===== src/hw/rtl/kced_pkg.sv =====
package kced_pkg;

  // per-key phase, one-hot in the state memory
  typedef enum logic [4:0] {
    PH_IDLE     = 5'b00001,
    PH_DEBOUNCE = 5'b00010,
    PH_PRESSED  = 5'b00100,
    PH_LONG     = 5'b01000,
    PH_WAIT     = 5'b10000
  } phase_t;

  // phase codes as reported on the result
  localparam logic [2:0] KP_IDLE     = 3'd0;
  localparam logic [2:0] KP_DEBOUNCE = 3'd1;
  localparam logic [2:0] KP_PRESSED  = 3'd2;
  localparam logic [2:0] KP_LONG     = 3'd3;
  localparam logic [2:0] KP_WAIT     = 3'd4;

  // event codes
  localparam logic [2:0] EV_NONE   = 3'd0;
  localparam logic [2:0] EV_BOUNCE = 3'd1;
  localparam logic [2:0] EV_SINGLE = 3'd2;
  localparam logic [2:0] EV_DOUBLE = 3'd3;
  localparam logic [2:0] EV_LONG   = 3'd4;

  // configuration register indexes
  localparam logic [1:0] CFG_PRESSED_LEVEL = 2'd0;
  localparam logic [1:0] CFG_DEBOUNCE      = 2'd1;
  localparam logic [1:0] CFG_DOUBLE_CLICK  = 2'd2;
  localparam logic [1:0] CFG_LONG_PRESS    = 2'd3;

  function automatic logic [2:0] phase_code(input phase_t ph);
    logic [2:0] code;
    unique case (ph)
      PH_IDLE:     code = KP_IDLE;
      PH_DEBOUNCE: code = KP_DEBOUNCE;
      PH_PRESSED:  code = KP_PRESSED;
      PH_LONG:     code = KP_LONG;
      PH_WAIT:     code = KP_WAIT;
      default:     code = KP_IDLE;
    endcase
    return code;
  endfunction

endpackage


===== src/hw/rtl/key_click_event_detector_top.sv =====
// key click event detector: each request on the input stream is one sampling tick of one
// key (its index and raw pin level); for every request exactly one result request is
// returned, in order, carrying the key's latched event (none, bounce, single, double,
// long), a flag set when the key holds a pending event that this tick latches, and the
// key's new phase. the block takes one tick per clock cycle back to back while results
// are taken, whichever keys they are for; the accepting edge latches the tick and its
// state word out of the per-key state memory in the read stage, and the tick then moves
// on into the result register. a tick for the same key as the one just ahead is served
// by forwarding the freshly computed state, so no bubble is needed. a stalled result
// holds the pipeline without losing anything. the debounce, double-click and long-press
// thresholds and the pressed pin level are for the user to write through the cfg port
// while the block is idle; the block does not enforce this. keys are never cleared by a
// sweep, a per-key valid bit makes an untouched key read as idle with no events.
module key_click_event_detector_top #(
  parameter int NUM_KEYS    = 2,
  parameter int COUNT_WIDTH = 8
) (
  input  logic       clk,
  input  logic       rst_n,
  // input tick stream
  input  logic       in_tvalid,
  output logic       in_tready,
  input  logic [7:0] in_tdata,   // [0] key_index, [1] pin_level, [7:2] zero
  // result stream
  output logic       out_tvalid,
  input  logic       out_tready,
  output logic [7:0] out_tdata,  // [2:0] latched_event, [3] event_recorded,
                                 // [6:4] key_phase, [7] zero
  // configuration writes
  input  logic       cfg_wr_en,
  input  logic [1:0] cfg_index,
  input  logic [7:0] cfg_wdata
);
  import kced_pkg::*;

  localparam int KEY_AW = (NUM_KEYS > 1) ? $clog2(NUM_KEYS) : 1;
  localparam int CMP_W  = (COUNT_WIDTH > 8) ? COUNT_WIDTH : 8;

  // one state memory word per key
  typedef struct packed {
    phase_t                 phase;
    logic [COUNT_WIDTH-1:0] cnt;
    logic [2:0]             cur_ev;
    logic [2:0]             rec_ev;
  } entry_t;

  localparam entry_t ENTRY_RST = '{phase: PH_IDLE, cnt: '0, cur_ev: EV_NONE, rec_ev: EV_NONE};

  // configuration registers
  logic       pressed_level_r;
  logic [7:0] debounce_ticks_r;
  logic [7:0] double_click_ticks_r;
  logic [7:0] long_press_ticks_r;

  always_ff @(posedge clk) begin
    if (!rst_n) begin
      pressed_level_r      <= 1'b0;
      debounce_ticks_r     <= 8'd2;
      double_click_ticks_r <= 8'd30;
      long_press_ticks_r   <= 8'd100;
    end else if (cfg_wr_en) begin
      unique case (cfg_index)
        CFG_PRESSED_LEVEL: pressed_level_r      <= cfg_wdata[0];
        CFG_DEBOUNCE:      debounce_ticks_r     <= cfg_wdata;
        CFG_DOUBLE_CLICK:  double_click_ticks_r <= cfg_wdata;
        CFG_LONG_PRESS:    long_press_ticks_r   <= cfg_wdata;
        default: ;
      endcase
    end
  end

  // request decode
  logic              in_acc;
  logic [KEY_AW-1:0] in_addr;
  logic              in_inr;

  assign in_acc  = in_tvalid && in_tready;
  assign in_addr = KEY_AW'(in_tdata[0]);
  assign in_inr  = 32'(in_tdata[0]) < NUM_KEYS;

  // read stage: holds the tick while its state word comes out of memory
  logic              s1_valid_r;
  logic [KEY_AW-1:0] s1_addr_r;
  logic              s1_pin_r;
  logic              s1_inr_r;
  entry_t            rd_q_r;
  logic              rd_vld_r;
  logic              byp_r;
  entry_t            byp_data_r;
  logic              s1_move;
  logic              wr_en;
  entry_t            cur;
  entry_t            nxt;
  logic              wrote;

  // result register
  logic       out_valid_r;
  logic [7:0] out_data_r;

  assign s1_move   = s1_valid_r && (!out_valid_r || out_tready);
  assign in_tready = !s1_valid_r || s1_move;
  assign wr_en     = s1_move && s1_inr_r;

  // state memory and its valid bits
  entry_t               mem [NUM_KEYS];
  logic [NUM_KEYS-1:0]  valid_r;

  always_ff @(posedge clk) begin
    if (wr_en) begin
      mem[s1_addr_r] <= nxt;
    end
    if (in_acc) begin
      rd_q_r <= mem[in_addr];
    end
  end

  always_ff @(posedge clk) begin
    if (!rst_n) begin
      valid_r <= '0;
    end else if (wr_en) begin
      valid_r[s1_addr_r] <= 1'b1;
    end
  end

  always_ff @(posedge clk) begin
    if (!rst_n) begin
      s1_valid_r <= 1'b0;
    end else if (in_acc) begin
      s1_valid_r <= 1'b1;
    end else if (s1_move) begin
      s1_valid_r <= 1'b0;
    end
  end

  // tick payload, plus forwarding when the state being written belongs to the new tick
  always_ff @(posedge clk) begin
    if (in_acc) begin
      s1_addr_r  <= in_addr;
      s1_pin_r   <= in_tdata[1];
      s1_inr_r   <= in_inr;
      rd_vld_r   <= valid_r[in_addr];
      byp_r      <= wr_en && (s1_addr_r == in_addr);
      byp_data_r <= nxt;
    end
  end

  // current state of the key: forwarded, stored, or reset value if never written
  always_comb begin
    if (byp_r) begin
      cur = byp_data_r;
    end else if (rd_vld_r) begin
      cur = rd_q_r;
    end else begin
      cur = ENTRY_RST;
    end
  end

  // per-key phase update
  logic                   pr;
  logic [COUNT_WIDTH-1:0] cnt_inc;
  logic [CMP_W-1:0]       inc_ext;
  logic [CMP_W-1:0]       deb_ext;
  logic [CMP_W-1:0]       dbl_ext;
  logic [CMP_W-1:0]       lng_ext;
  logic [CMP_W-1:0]       cnt_ext;

  assign pr      = s1_pin_r == pressed_level_r;
  assign cnt_inc = cur.cnt + COUNT_WIDTH'(1);
  assign inc_ext = CMP_W'(cnt_inc);
  assign cnt_ext = CMP_W'(cur.cnt);
  assign deb_ext = CMP_W'(debounce_ticks_r);
  assign dbl_ext = CMP_W'(double_click_ticks_r);
  assign lng_ext = CMP_W'(long_press_ticks_r);

  always_comb begin
    nxt = cur;
    unique case (cur.phase)
      PH_IDLE: begin
        if (pr) begin
          nxt.phase = PH_DEBOUNCE;
          nxt.cnt   = '0;
        end
      end
      PH_DEBOUNCE: begin
        if (pr) begin
          nxt.cnt = cnt_inc;
          if (inc_ext >= deb_ext) begin
            nxt.phase  = PH_PRESSED;
            nxt.cur_ev = EV_NONE;
          end
        end else begin
          // a press that never settled counts as a bounce, unless its count is still zero
          if (cur.cnt != '0) begin
            nxt.cur_ev = EV_BOUNCE;
          end
          nxt.phase = PH_IDLE;
          nxt.cnt   = '0;
        end
      end
      PH_PRESSED: begin
        if (!pr) begin
          if (cnt_ext < dbl_ext) begin
            nxt.phase = PH_WAIT;
          end else begin
            nxt.phase  = PH_IDLE;
            nxt.cur_ev = EV_SINGLE;
          end
          nxt.cnt = '0;
        end else begin
          nxt.cnt = cnt_inc;
          if (inc_ext >= lng_ext) begin
            nxt.phase  = PH_LONG;
            nxt.cur_ev = EV_LONG;
          end
        end
      end
      PH_LONG: begin
        if (!pr) begin
          nxt.phase  = PH_IDLE;
          nxt.cur_ev = EV_NONE;
        end
      end
      PH_WAIT: begin
        // the count carries over into debounce on a second press
        nxt.cnt = cnt_inc;
        if (inc_ext >= dbl_ext) begin
          nxt.phase  = PH_IDLE;
          nxt.cur_ev = EV_SINGLE;
        end else if (pr) begin
          nxt.phase  = PH_DEBOUNCE;
          nxt.cur_ev = EV_DOUBLE;
        end
      end
      default: ;
    endcase
    // any pending event becomes the key's latched event
    wrote = nxt.cur_ev != EV_NONE;
    if (wrote) begin
      nxt.rec_ev = nxt.cur_ev;
    end
  end

  // result register
  always_ff @(posedge clk) begin
    if (!rst_n) begin
      out_valid_r <= 1'b0;
    end else if (s1_move) begin
      out_valid_r <= 1'b1;
    end else if (out_tready) begin
      out_valid_r <= 1'b0;
    end
  end

  always_ff @(posedge clk) begin
    if (s1_move) begin
      if (s1_inr_r) begin
        out_data_r <= {1'b0, phase_code(nxt.phase), wrote, nxt.rec_ev};
      end else begin
        // a key beyond the configured count leaves nothing changed and reports zero
        out_data_r <= '0;
      end
    end
  end

  assign out_tvalid = out_valid_r;
  assign out_tdata  = out_data_r;

`ifndef ASSERT_OFF
  // a tick leaving the read stage always lands in the result register
  a_move_fills_out: assert property (@(posedge clk) disable iff (!rst_n)
    s1_move |=> out_valid_r)
    else $error("tick lost between read stage and result register");

  // the state word used for an in-range key is always a legal one-hot phase
  a_phase_onehot: assert property (@(posedge clk) disable iff (!rst_n)
    (s1_valid_r && s1_inr_r) |-> $onehot(cur.phase))
    else $error("corrupt phase in state word");

  // a recorded event is never reported as none
  a_recorded_not_none: assert property (@(posedge clk) disable iff (!rst_n)
    out_valid_r |-> (!out_data_r[3] || (out_data_r[2:0] != EV_NONE)))
    else $error("event flagged as recorded but latched event is none");
`endif

endmodule

===== config.mk =====
export PLATFORM = sky130hd
export DESIGN_NAME = key_click_event_detector_top
export DESIGN_NICKNAME = d
export VERILOG_FILES = /design/src/hw/rtl/kced_pkg.sv /design/src/hw/rtl/key_click_event_detector_top.sv
export SDC_FILE = /design/constraint.sdc
export NUM_CORES = 1
export LEC_CHECK = 0
export ABC_AREA = 1
export BUFFER_PORTS_ARGS = -buffer_cell sky130_fd_sc_hd__buf_2
export CORE_MARGIN = 5
export CORE_UTILIZATION = 55
export DETAILED_ROUTE_END_ITERATION = 8
export PLACE_DENSITY_LB_ADDON = 0.3
export SKIP_CTS_REPAIR_TIMING = 1
export SLEW_MARGIN = 0
export SYNTH_ARGS = -nofsm -noshare
export SYNTH_HDL_FRONTEND = slang
export SYNTH_SLANG_ARGS = --single-unit

===== constraint.sdc =====
create_clock -name clk -period 3.1 [get_ports clk]
set_clock_uncertainty 0.05 [all_clocks]
set_input_delay 0.465 -clock clk [delete_from_list [all_inputs] [get_ports clk]]
set_output_delay 0.465 -clock clk [all_outputs]
set_load 0.02 [all_outputs]

==> metrics.md, run 1 <==
| Metric | Value |
|---|---|
| Post-Syn Nets | 647 |
| VDD IR max | 0.000381 V |
| Worst Setup SP | byp_r |
| Crit path time final | 3340 ps |
| Post-DP Area | 6560 sq um |
| Crit end category | flop |
| Ant diodes | 0 |
| H-tree Lvls | 4 |
| Clock latency at the later pin of the worst-skew pair | 520 ps |
| Total leakage power | 0.00324 uW |
| Global-route wire length before repair | 21.5 mm |
| Port bufs | 25 |
| Via count | 4439 |
| Outcome | finished, violations left |
| Place WS | -287 ps |
| Mapped cell area | 5920 sq um |
| Vias in the first global route | 4455 |
| Synth Register Bits | 116 |
| Avg WL per Cell | 15.9 um |
| Slew at the pin closest to its max-slew limit | 652 ps |
| Number of top-level pins | 33 |
| Share of the synthesized area in the top cell type | 44.1% |
| Worst Setup Path Type | reg -> reg |
| Final period util | 108% |
| Type of the most critical hold path | in -> reg |
| Maxcap violations | 0 |
| Relative slew slack | 56.3% |
| Syn avg cell area | 10.0 sq um |
| Most common library cells after synthesis | nand2_1 (123), edfxtp_1 (87), inv_1 (75) |
| Share of flip-flops with an asynchronous set or reset | 0% |
| Maximum clock path buffer count | 2 |
| Chip width | 114 um |
| Pwr dens | 617 nW/um^2 |
| Worst setup margin | -240 ps |
| Syn. warnings | 0 |
| # fillers | 711 |
| Synth Area in Simple Gates | 17.8% |
| Drt pass-1 iters | 5 |
| R2r setup slk | -240 ps |
| CTS sink count | 116 |
| Post-route cell area | 7370 sq um |
| CP Data Required Time | 3310 ps |
| RSZ-0062 raised after global routing | true |
| Final #Nets | 733 |
| Top-count cell post-synth | nand2_1 |
| Total GRT Usage | 21.3% |
| Initial antenna violation count | 0 |
| Final Hold Viols | 0 |
| Gpl congestion | 0.897 |
| CTS buffer count | 17 |
| Layout cells sized above 1 | 31.9% |
| Largest net degree at the start of global routing | 43 |
| Drt first-iter violations | 241 |
| Via density | 5.38 |
| Final hold slack | 68.9 ps |
| Worst-path fanout max | 4 |
| Post-synthesis mux area share | 3.61% |
| Max Clk Rate | 0.299 GHz |
| Largest family of logic cells by synthesized area | simple AND/OR/NAND/NOR gates |
| Row cnt | 37 |
| # DRC | 0 |
| EDFF count, synth | 87 |
| XOR/XNOR Fraction of Synth Area | 1.04% |
| Die ar. | 12900 sq um |
| Syn-to-layout area delta | 24.4% |
| Post-synthesis compound-gate area fraction | 9.46% |
| Yosys cell types | 49 |
| Share of the core filled with cells | 70.7% |
| GR Overflow Total | 0 |
| Core box area | 10400 sq um |
| Die span in y | 114 um |
| Clock-pin slew on the worst setup and hold paths | 60 ps |
| Root buffer cell | clkbuf_8 |
| Worst r2r src | byp_r |
| Cell taking the most area after synthesis | edfxtp_1 |
| CTS tree | done |
| Register area share after synthesis | 53.9% |
| Data arrival, critical path | 3550 ps |
| Crit path launch type | flop |
| Drt total wl | 13.1 mm |
| CP Capture Point | mem[0][0] |
| Post-route ant nets | 0 |
| Initial core utilization | 56.9% |
| Final setup fails | 33 |
| Violated checks | negative setup slack |
| Fin. max-slew vios | 0 |
| Cells on worst reg2reg path | 22 |
| Largest cells by area after synthesis | edfxtp_1 (44%), dfxtp_1 (9.8%), nand2_1 (7.8%) |
| HPWL Detailed | 9.00 mm |
| Worst reg2reg path endpoint | mem[0][0] |
| Top_reg_cell synth | edfxtp_1 |
| Syn Inst Count | 590 |
| Post-synthesis adder-cell area fraction | 7.18% |
## logic make-up after synthesis
logic type | Yosys count
AND/OR/NAND/NOR | 220
adder cells (fa/ha/maj) | 34
multiplexers | 19
AO/OA/AOI/OAI | 91
buffers and inverters | 102
flip-flops | 116
XOR/XNOR | 7
other | 1
## layout make-up
class | count | area, sq um | share of cell area, %
Sequential cell | 116 | 3190 | 43.3
Multi-Input combinational cell | 372 | 2540 | 34.5
Timing Repair Buffer | 78 | 559 | 7.59
Clock buffer | 21 | 429 | 5.83
Inverter | 91 | 342 | 4.64
Tap cell | 136 | 170 | 2.31
Clock inverter | 11 | 130 | 1.77
## worst max-delay path, cell delays in order (launching register included)
cell      delay (ps)
edfxtp_1         400
buf_6            160
nor2_8            90
a22oi_2           90
buf_4            160
nor3_4           150
nand3_2          130
nor2_1           120
nand2_1          100
xor2_2           190
inv_2             90
ha_4             260
a21o_1           180
nor2_4           160
nand3_4          130
nor2_4           120
nand2_2           70
nand2_1           70
nand2_1           70
nand2_2          120
nor2_4            50
nand2_2           60
nand2_2           70
## layer usage
metal | up-vias | global-route usage [%] | routed length, um
met5 | - | 0 | 0
met4 | 0 | 9.50 | 323
met3 | 23 | 4.67 | 652
met2 | 123 | 35.9 | 6540
met1 | 2118 | 26.4 | 5590
li1 | 2175 | - | -
## worst min-delay path by stage
stage                      from          to  cells after the start
finish              in_tdata[1]    s1_pin_r                      1
global route        in_tdata[1]    s1_pin_r                      1
CTS                 in_tdata[1]    s1_pin_r                      1
detailed placement   deb_ext[2]  deb_ext[2]                      2
global placement     valid_r[0]  valid_r[0]                      1
floorplan            lng_ext[1]  lng_ext[1]                      2
## flip-flops by register name, indices dropped and copies added (netlist names), 2 cells and up
name	cells
deb_ext	8
rd_q_r	19
out_tdata	7
dbl_ext	8
byp_data_r	19
lng_ext	8
valid_r	2
mem	38
## power by group
group | total [uW] | internal [uW] | switching [uW]
Combinational | 838 | 325 | 514
Clock | 1850 | 1150 | 705
Sequential | 1860 | 1830 | 30.2
Total | 4540 | 3300 | 1250
## through the flow
stage	setup TNS (ps)	instances	power, uW
2_1_floorplan	-2140	590	2380
3_3_place_gp	-4800	787	2590
3_5_place_dp	-7640	787	2630
4_1_cts	-9150	819	4480
5_1_grt	-11360	825	4750
6_report	-5520	825	4540
## cells in the final DEF (no fill, tap or decap), drive strengths merged
cell,count
nor4,1
nor2,46
a31oi,2
inv,92
nand3,25
xor2,6
a21o,2
o22ai,3
clkbuf,21
xnor2,1
ha,34
a21oi,32
nor3,10
bufinv,2
a211oi,1
o21a,4
nand2,131
dfxtp,29
o21bai,1
o211ai,7
edfxtp,87
clkinv,5
o21ai,30
nand4,5
buf,78
a22o,2
o32ai,4
conb,1
a22oi,2
clkinvlp,3
mux2,19
or2,1
o221ai,1
and2,1
No activity file was read; power rests on OpenSTA's default activity.
==> run 2, diff against run 1 <==
--- a/config.mk
+++ b/config.mk
@@ -11,6 +11,7 @@
 export CORE_UTILIZATION = 55
 export DETAILED_ROUTE_END_ITERATION = 8
 export PLACE_DENSITY_LB_ADDON = 0.3
+export SETUP_SLACK_MARGIN = 0.02
 export SKIP_CTS_REPAIR_TIMING = 1
 export SLEW_MARGIN = 0
 export SYNTH_ARGS = -nofsm -noshare
==> run 2 against run 1 <==
The run still ends with negative setup slack left. Combinational power rose by 2.6%. Sequential share of layout area fell by 0.23 points. Clock-buffer cell count fell by 3. Cell count fell by 0.12%. Via count rose by 0.65%. Die area did not move. Fmax fell by 2.1%. Total power rose by 1.8%. Sequential power barely moved. Non-clock buffer count fell by 1. Flip-flop and latch count did not move. Clock power rose by 3%. Critical path type unchanged.
==> metrics.md, run 2 (synthesized netlist as in run 1, its figures left out) <==
| Metric | Value |
|---|---|
| Outcome | finished, violations left |
| Violated checks | negative setup slack |
| Drt first-iter violations | 269 |
| Final period util | 110% |
| Syn-to-layout area delta | 25.0% |
| Worst Setup Path Type | reg -> reg |
| Hold path endpoint | s1_pin_r |
| Footprint of the multi-input gates | 2560 sq um |
| Top Registers | mem: 38 flops, byp_data_r: 19 flops, rd_q_r: 19 flops |
| Maximum clock path buffer count | 2 |
| Core box area | 10400 sq um |
| HPWL Detailed | 9.12 mm |
| Via density | 5.42 |
| Post-route ant nets | 0 |
| Die ar. | 12900 sq um |
| Maxcap violations | 0 |
| Cells after DPL | 786 |
| Pwr dens | 625 nW/um^2 |
| Global-route wire length before repair | 21.0 mm |
| Worst r2r src | byp_r |
| Total leakage power | 0.00325 uW |
| Type of the most critical hold path | in -> reg |
| Worst-path fanout max | 4 |
| Relative slew slack | 54.0% |
| # fillers | 700 |
| Most flops, register | mem |
| Clock latency at the later pin of the worst-skew pair | 520 ps |
| Max reg flops | 38 |
| Root buffer cell | clkbuf_8 |
| Largest net degree at the start of global routing | 43 |
| Data arrival, critical path | 3620 ps |
| Drt pass-1 iters | 5 |
| Ant diodes | 0 |
| CP Data Required Time | 3310 ps |
| Number of top-level pins | 33 |
| Hold path depth | 1 |
| Worst setup margin | -313 ps |
| Row cnt | 37 |
| CTS sink count | 116 |
| Drt total wl | 13.2 mm |
| GR Overflow Total | 0 |
| CTS tree | done |
| Place WS | -310 ps |
| Post-route insts no fill | 824 |
| VDD IR max | 0.000369 V |
| RSZ-0062 raised after global routing | true |
| Worst hold start | in_tdata[1] |
| Total GRT Usage | 20.9% |
| Initial core utilization | 56.9% |
| Final Hold Viols | 0 |
| Avg WL per Cell | 16.1 um |
| Cells on worst reg2reg path | 23 |
| Layout cells sized above 1 | 32.8% |
| Clock-pin slew on the worst setup and hold paths | 60 ps |
| Crit path launch type | flop |
| Final hold slack | 71.5 ps |
| Crit path time final | 3410 ps |
| Port bufs | 25 |
| Final setup fails | 36 |
| H-tree Lvls | 4 |
| Initial antenna violation count | 0 |
| Chip width | 114 um |
| Max Clk Rate | 0.293 GHz |
| Commonest cells after routing, fill and taps aside | nand2_1 (108), edfxtp_1 (87), inv_1 (69) |
| Fin. max-slew vios | 0 |
| Flip-flop and latch area | 3190 sq um |
| Slew at the pin closest to its max-slew limit | 686 ps |
| # DRC | 0 |
| Worst reg2reg path endpoint | out_tdata[2] |
| CTS buffer count | 17 |
| Die span in y | 114 um |
| R2r setup slk | -310 ps |
| Crit end category | flop |
| Vias in the first global route | 4381 |
| Via count | 4468 |
| Final #Nets | 732 |
| Gpl congestion | 0.901 |
| Commonest non-fill, non-tap cell in the layout | nand2_1 |
run 2: worst max-delay path by stage:
| stage | cells after the start | from | end |
|---|---|---|---|
| 3_5_place_dp | 23 | byp_r | mem[1][1] |
| 4_1_cts | 22 | byp_r | out_tdata[1] |
| 2_1_floorplan | 23 | byp_r | byp_data_r[1] |
| 5_1_grt | 23 | byp_r | out_tdata[2] |
| 6_report | 23 | byp_r | out_tdata[2] |
| 3_3_place_gp | 20 | byp_r | mem[0][1] |
run 2: area by class of cell:
type	instances	share of cell area, %
timing repair buffer	77	7.55
tap	136	2.30
inverter	91	4.61
clock buffer	18	5.64
multi-input combinational	372	34.6
clock inverter	14	2.20
sequential	116	43.1
run 2: power breakdown:
part / switching, uW / internal (uW)
clock: 694 / 1210
combinational: 524 / 336
sequential: 31.6 / 1830
run 2: critical path, stage by stage, from the launching register on:
cell and delay (ps):
edfxtp_1 410, buf_6 160, nor2_8 90, nand2_2 60
nand2_2 80, inv_2 50, nor3_4 210, nand3_2 110
nor2_1 110, nand2_1 70, xor2_1 210, inv_2 120
ha_4 230, nand2_1 60, inv_1 40, nor2_1 140
o21a_1 180, nand2_2 120, nand3_2 100, nand3_1 60
nand2_1 80, nand2_2 90, buf_4 140, o21bai_4 170
run 2: metal layers:
layer	global-route usage, %	wire, um
met2	34.9	6650
met1	26.7	5730
met3	4.77	632
met5	0	0
met4	7.36	221
run 2: through the flow:
| step | utilization [%] | instance area (sq um) | setup TNS [ps] | total power, uW |
|---|---|---|---|---|
| CTS | 68.5 | 7130 | -9050 | 4540 |
| floorplan | - | 5960 | -2140 | 2380 |
| detailed placement | 62.9 | 6550 | -7440 | 2630 |
| global placement | 62.9 | 6550 | -4760 | 2590 |
| global route | 71.1 | 7410 | -14120 | 4820 |
| finish | 71.1 | 7410 | -6650 | 4630 |
==> run 3, diff against run 2 <==
--- a/config.mk
+++ b/config.mk
@@ -7,6 +7,7 @@
 export LEC_CHECK = 0
 export ABC_AREA = 1
 export BUFFER_PORTS_ARGS = -buffer_cell sky130_fd_sc_hd__buf_2
+export CORE_ASPECT_RATIO = 0.9
 export CORE_MARGIN = 5
 export CORE_UTILIZATION = 55
 export DETAILED_ROUTE_END_ITERATION = 8
==> run 3 against run 2 <==
The run still ends with negative setup slack left. Fmax decreased by 0.70%. Clock power decreased by 8%. Combinational power increased by 0.5%. Cell area decreased by 0.59%. Global-route usage decreased by 0.23 points. Core utilization decreased by 2.1 points. Sequential share of layout area increased by 0.26 points. Total power decreased by 3.3%. Die area about the same. Register-to-register slack got worse by 20 ps. Critical endpoint is now byp_data_r[2]. Sequential power about the same.
==> metrics.md, run 3 (synthesized netlist as in run 1, its figures left out) <==
| Metric | Value |
|---|---|
| Outcome | finished, violations left |
| Violated checks | negative setup slack |
| Share of the core filled with cells | 69.0% |
| Global-route wire length before repair | 20.7 mm |
| Syn-to-layout area delta | 24.3% |
| Via density | 5.34 |
| Gpl congestion | 0.951 |
| Relative slew slack | 57.7% |
| Via count | 4392 |
| Post-route insts no fill | 822 |
| Most flops, register | mem |
| Commonest cells after routing, fill and taps aside | nand2_1 (109), edfxtp_1 (87), inv_1 (69) |
| Drt total wl | 13.2 mm |
| Total leakage power | 0.00325 uW |
| Worst Setup Path Type | reg -> reg |
| Post-route ant nets | 0 |
| Row cnt | 36 |
| Fin. max-slew vios | 0 |
| Ant diodes | 0 |
| Cells after DPL | 782 |
| Number of top-level pins | 33 |
| Largest net degree at the start of global routing | 43 |
| RSZ-0062 raised after global routing | true |
| Final #Nets | 733 |
| Critical path, cell by cell | buf_6 > nor2_8 > nand2_2 > nand2_2 > inv_2 > nor3_4 > nand3_2 > nor2_2 > nand2_2 > xor2_2 > inv_2 > ha_4 > nand2_1 > o21a_1 > buf_4 > nand3_1 > nand2_1 > nand3_1 > nand3_2 > nor2_4 > nand2_2 > o21bai_4 |
| Total GRT Usage | 20.6% |
| Critical path's largest stage delay | 410 ps |
| Port bufs | 25 |
| Type of the most critical hold path | in -> reg |
| Max Clk Rate | 0.291 GHz |
| Vias in the first global route | 4270 |
| Final period util | 111% |
| Initial antenna violation count | 0 |
| Hold path depth | 1 |
| Worst-path fanout max | 5 |
| Chip width | 119 um |
| Top Registers | mem: 38 flops, byp_data_r: 19 flops, rd_q_r: 19 flops |
| CTS buffer count | 17 |
| R2r setup slk | -340 ps |
| Pwr dens | 608 nW/um^2 |
| Clock-pin slew on the worst setup and hold paths | 50 ps |
| H-tree Lvls | 4 |
| Cells on worst reg2reg path | 22 |
| Post-route cell area | 7360 sq um |
| Worst hold start | in_tdata[1] |
| CP Data Required Time | 3300 ps |
| Die ar. | 12900 sq um |
| Die span in y | 108 um |
| Post-DP Area | 6540 sq um |
| Crit end category | flop |
| Avg WL per Cell | 16.1 um |
| Slew at the pin closest to its max-slew limit | 630 ps |
| Worst reg2reg path endpoint | byp_data_r[2] |
| Initial core utilization | 55.5% |
| # DRC | 0 |
| Clock latency at the later pin of the worst-skew pair | 410 ps |
| # fillers | 733 |
| VDD IR max | 0.000393 V |
| Worst r2r src | byp_r |
| Final setup fails | 39 |
| Top cell by count, worst path | nand2_2 |
| Max reg flops | 38 |
| Core box area | 10700 sq um |
| CP max-delay cell | edfxtp_1 |
| GR Overflow Total | 0 |
| Place WS | -368 ps |
| HPWL Detailed | 8.97 mm |
| CTS tree | done |
| Maximum clock path buffer count | 2 |
| Drt first-iter violations | 254 |
| CTS sink count | 116 |
| Crit path launch type | flop |
| Maxcap violations | 0 |
| Hold path endpoint | s1_pin_r |
| Final Hold Viols | 0 |
| Layout cells sized above 1 | 32.8% |
| Worst setup margin | -337 ps |
| Drt pass-1 iters | 5 |
| Root buffer cell | clkbuf_16 |
| Commonest non-fill, non-tap cell in the layout | nand2_1 |
| Crit path time final | 3440 ps |
| Data arrival, critical path | 3630 ps |
==> run 3: cell type report <==
class,instances,area [sq um],share of cell area [%]
Clock buffer,17,425,5.78
Clock inverter,15,110,1.50
Inverter,91,342,4.64
Multi-Input combinational cell,372,2560,34.8
Sequential cell,116,3190,43.4
Tap cell,133,166,2.26
Timing Repair Buffer,78,563,7.65
==> run 3: layer usage <==
layer	global-route usage, %	part of all wire, %
met1	26.2	42
met2	35.6	50
met3	4.71	6.1
met4	6.13	1.6
met5	0	0
==> run 3: worst max-delay path by stage <==
stage,start,endpoint,depth (start not counted)
2_1_floorplan,byp_r,byp_data_r[1],23
6_report,byp_r,byp_data_r[2],22
3_5_place_dp,byp_r,mem[1][1],25
4_1_cts,byp_r,out_tdata[1],25
3_3_place_gp,byp_r,mem[1][1],23
5_1_grt,byp_r,out_tdata[1],25
==> run 3: power breakdown <==
part	switching [uW]	internal, uW	leakage, uW
Combinational	528	336	0.00192
Sequential	31.5	1830	0.00108
Clock	729	1020	0.000257
Total	1290	3180	0.00325
==> run 3: metrics by stage <==
stage	setup TNS [ps]	hold WS, ps	power, uW
after floorplan	-2140	385	2380
after global placement	-5150	398	2590
after detailed placement	-9120	408	2630
after CTS	-11110	176	4390
after global routing	-16250	176	4670
final	-9230	184	4470
==> run 3: critical path, delay by kind of cell, from the launching register on <==
| family | cells | cell delay [ps] |
|---|---|---|
| and+or+nand+nor | 14 | 1480 |
| buffers and inverters | 4 | 470 |
| DFF | 1 | 410 |
| AOI/OAI and AO/OA | 2 | 360 |
| adders and majority gates | 1 | 290 |
| xor gates and xnor gates | 1 | 200 |
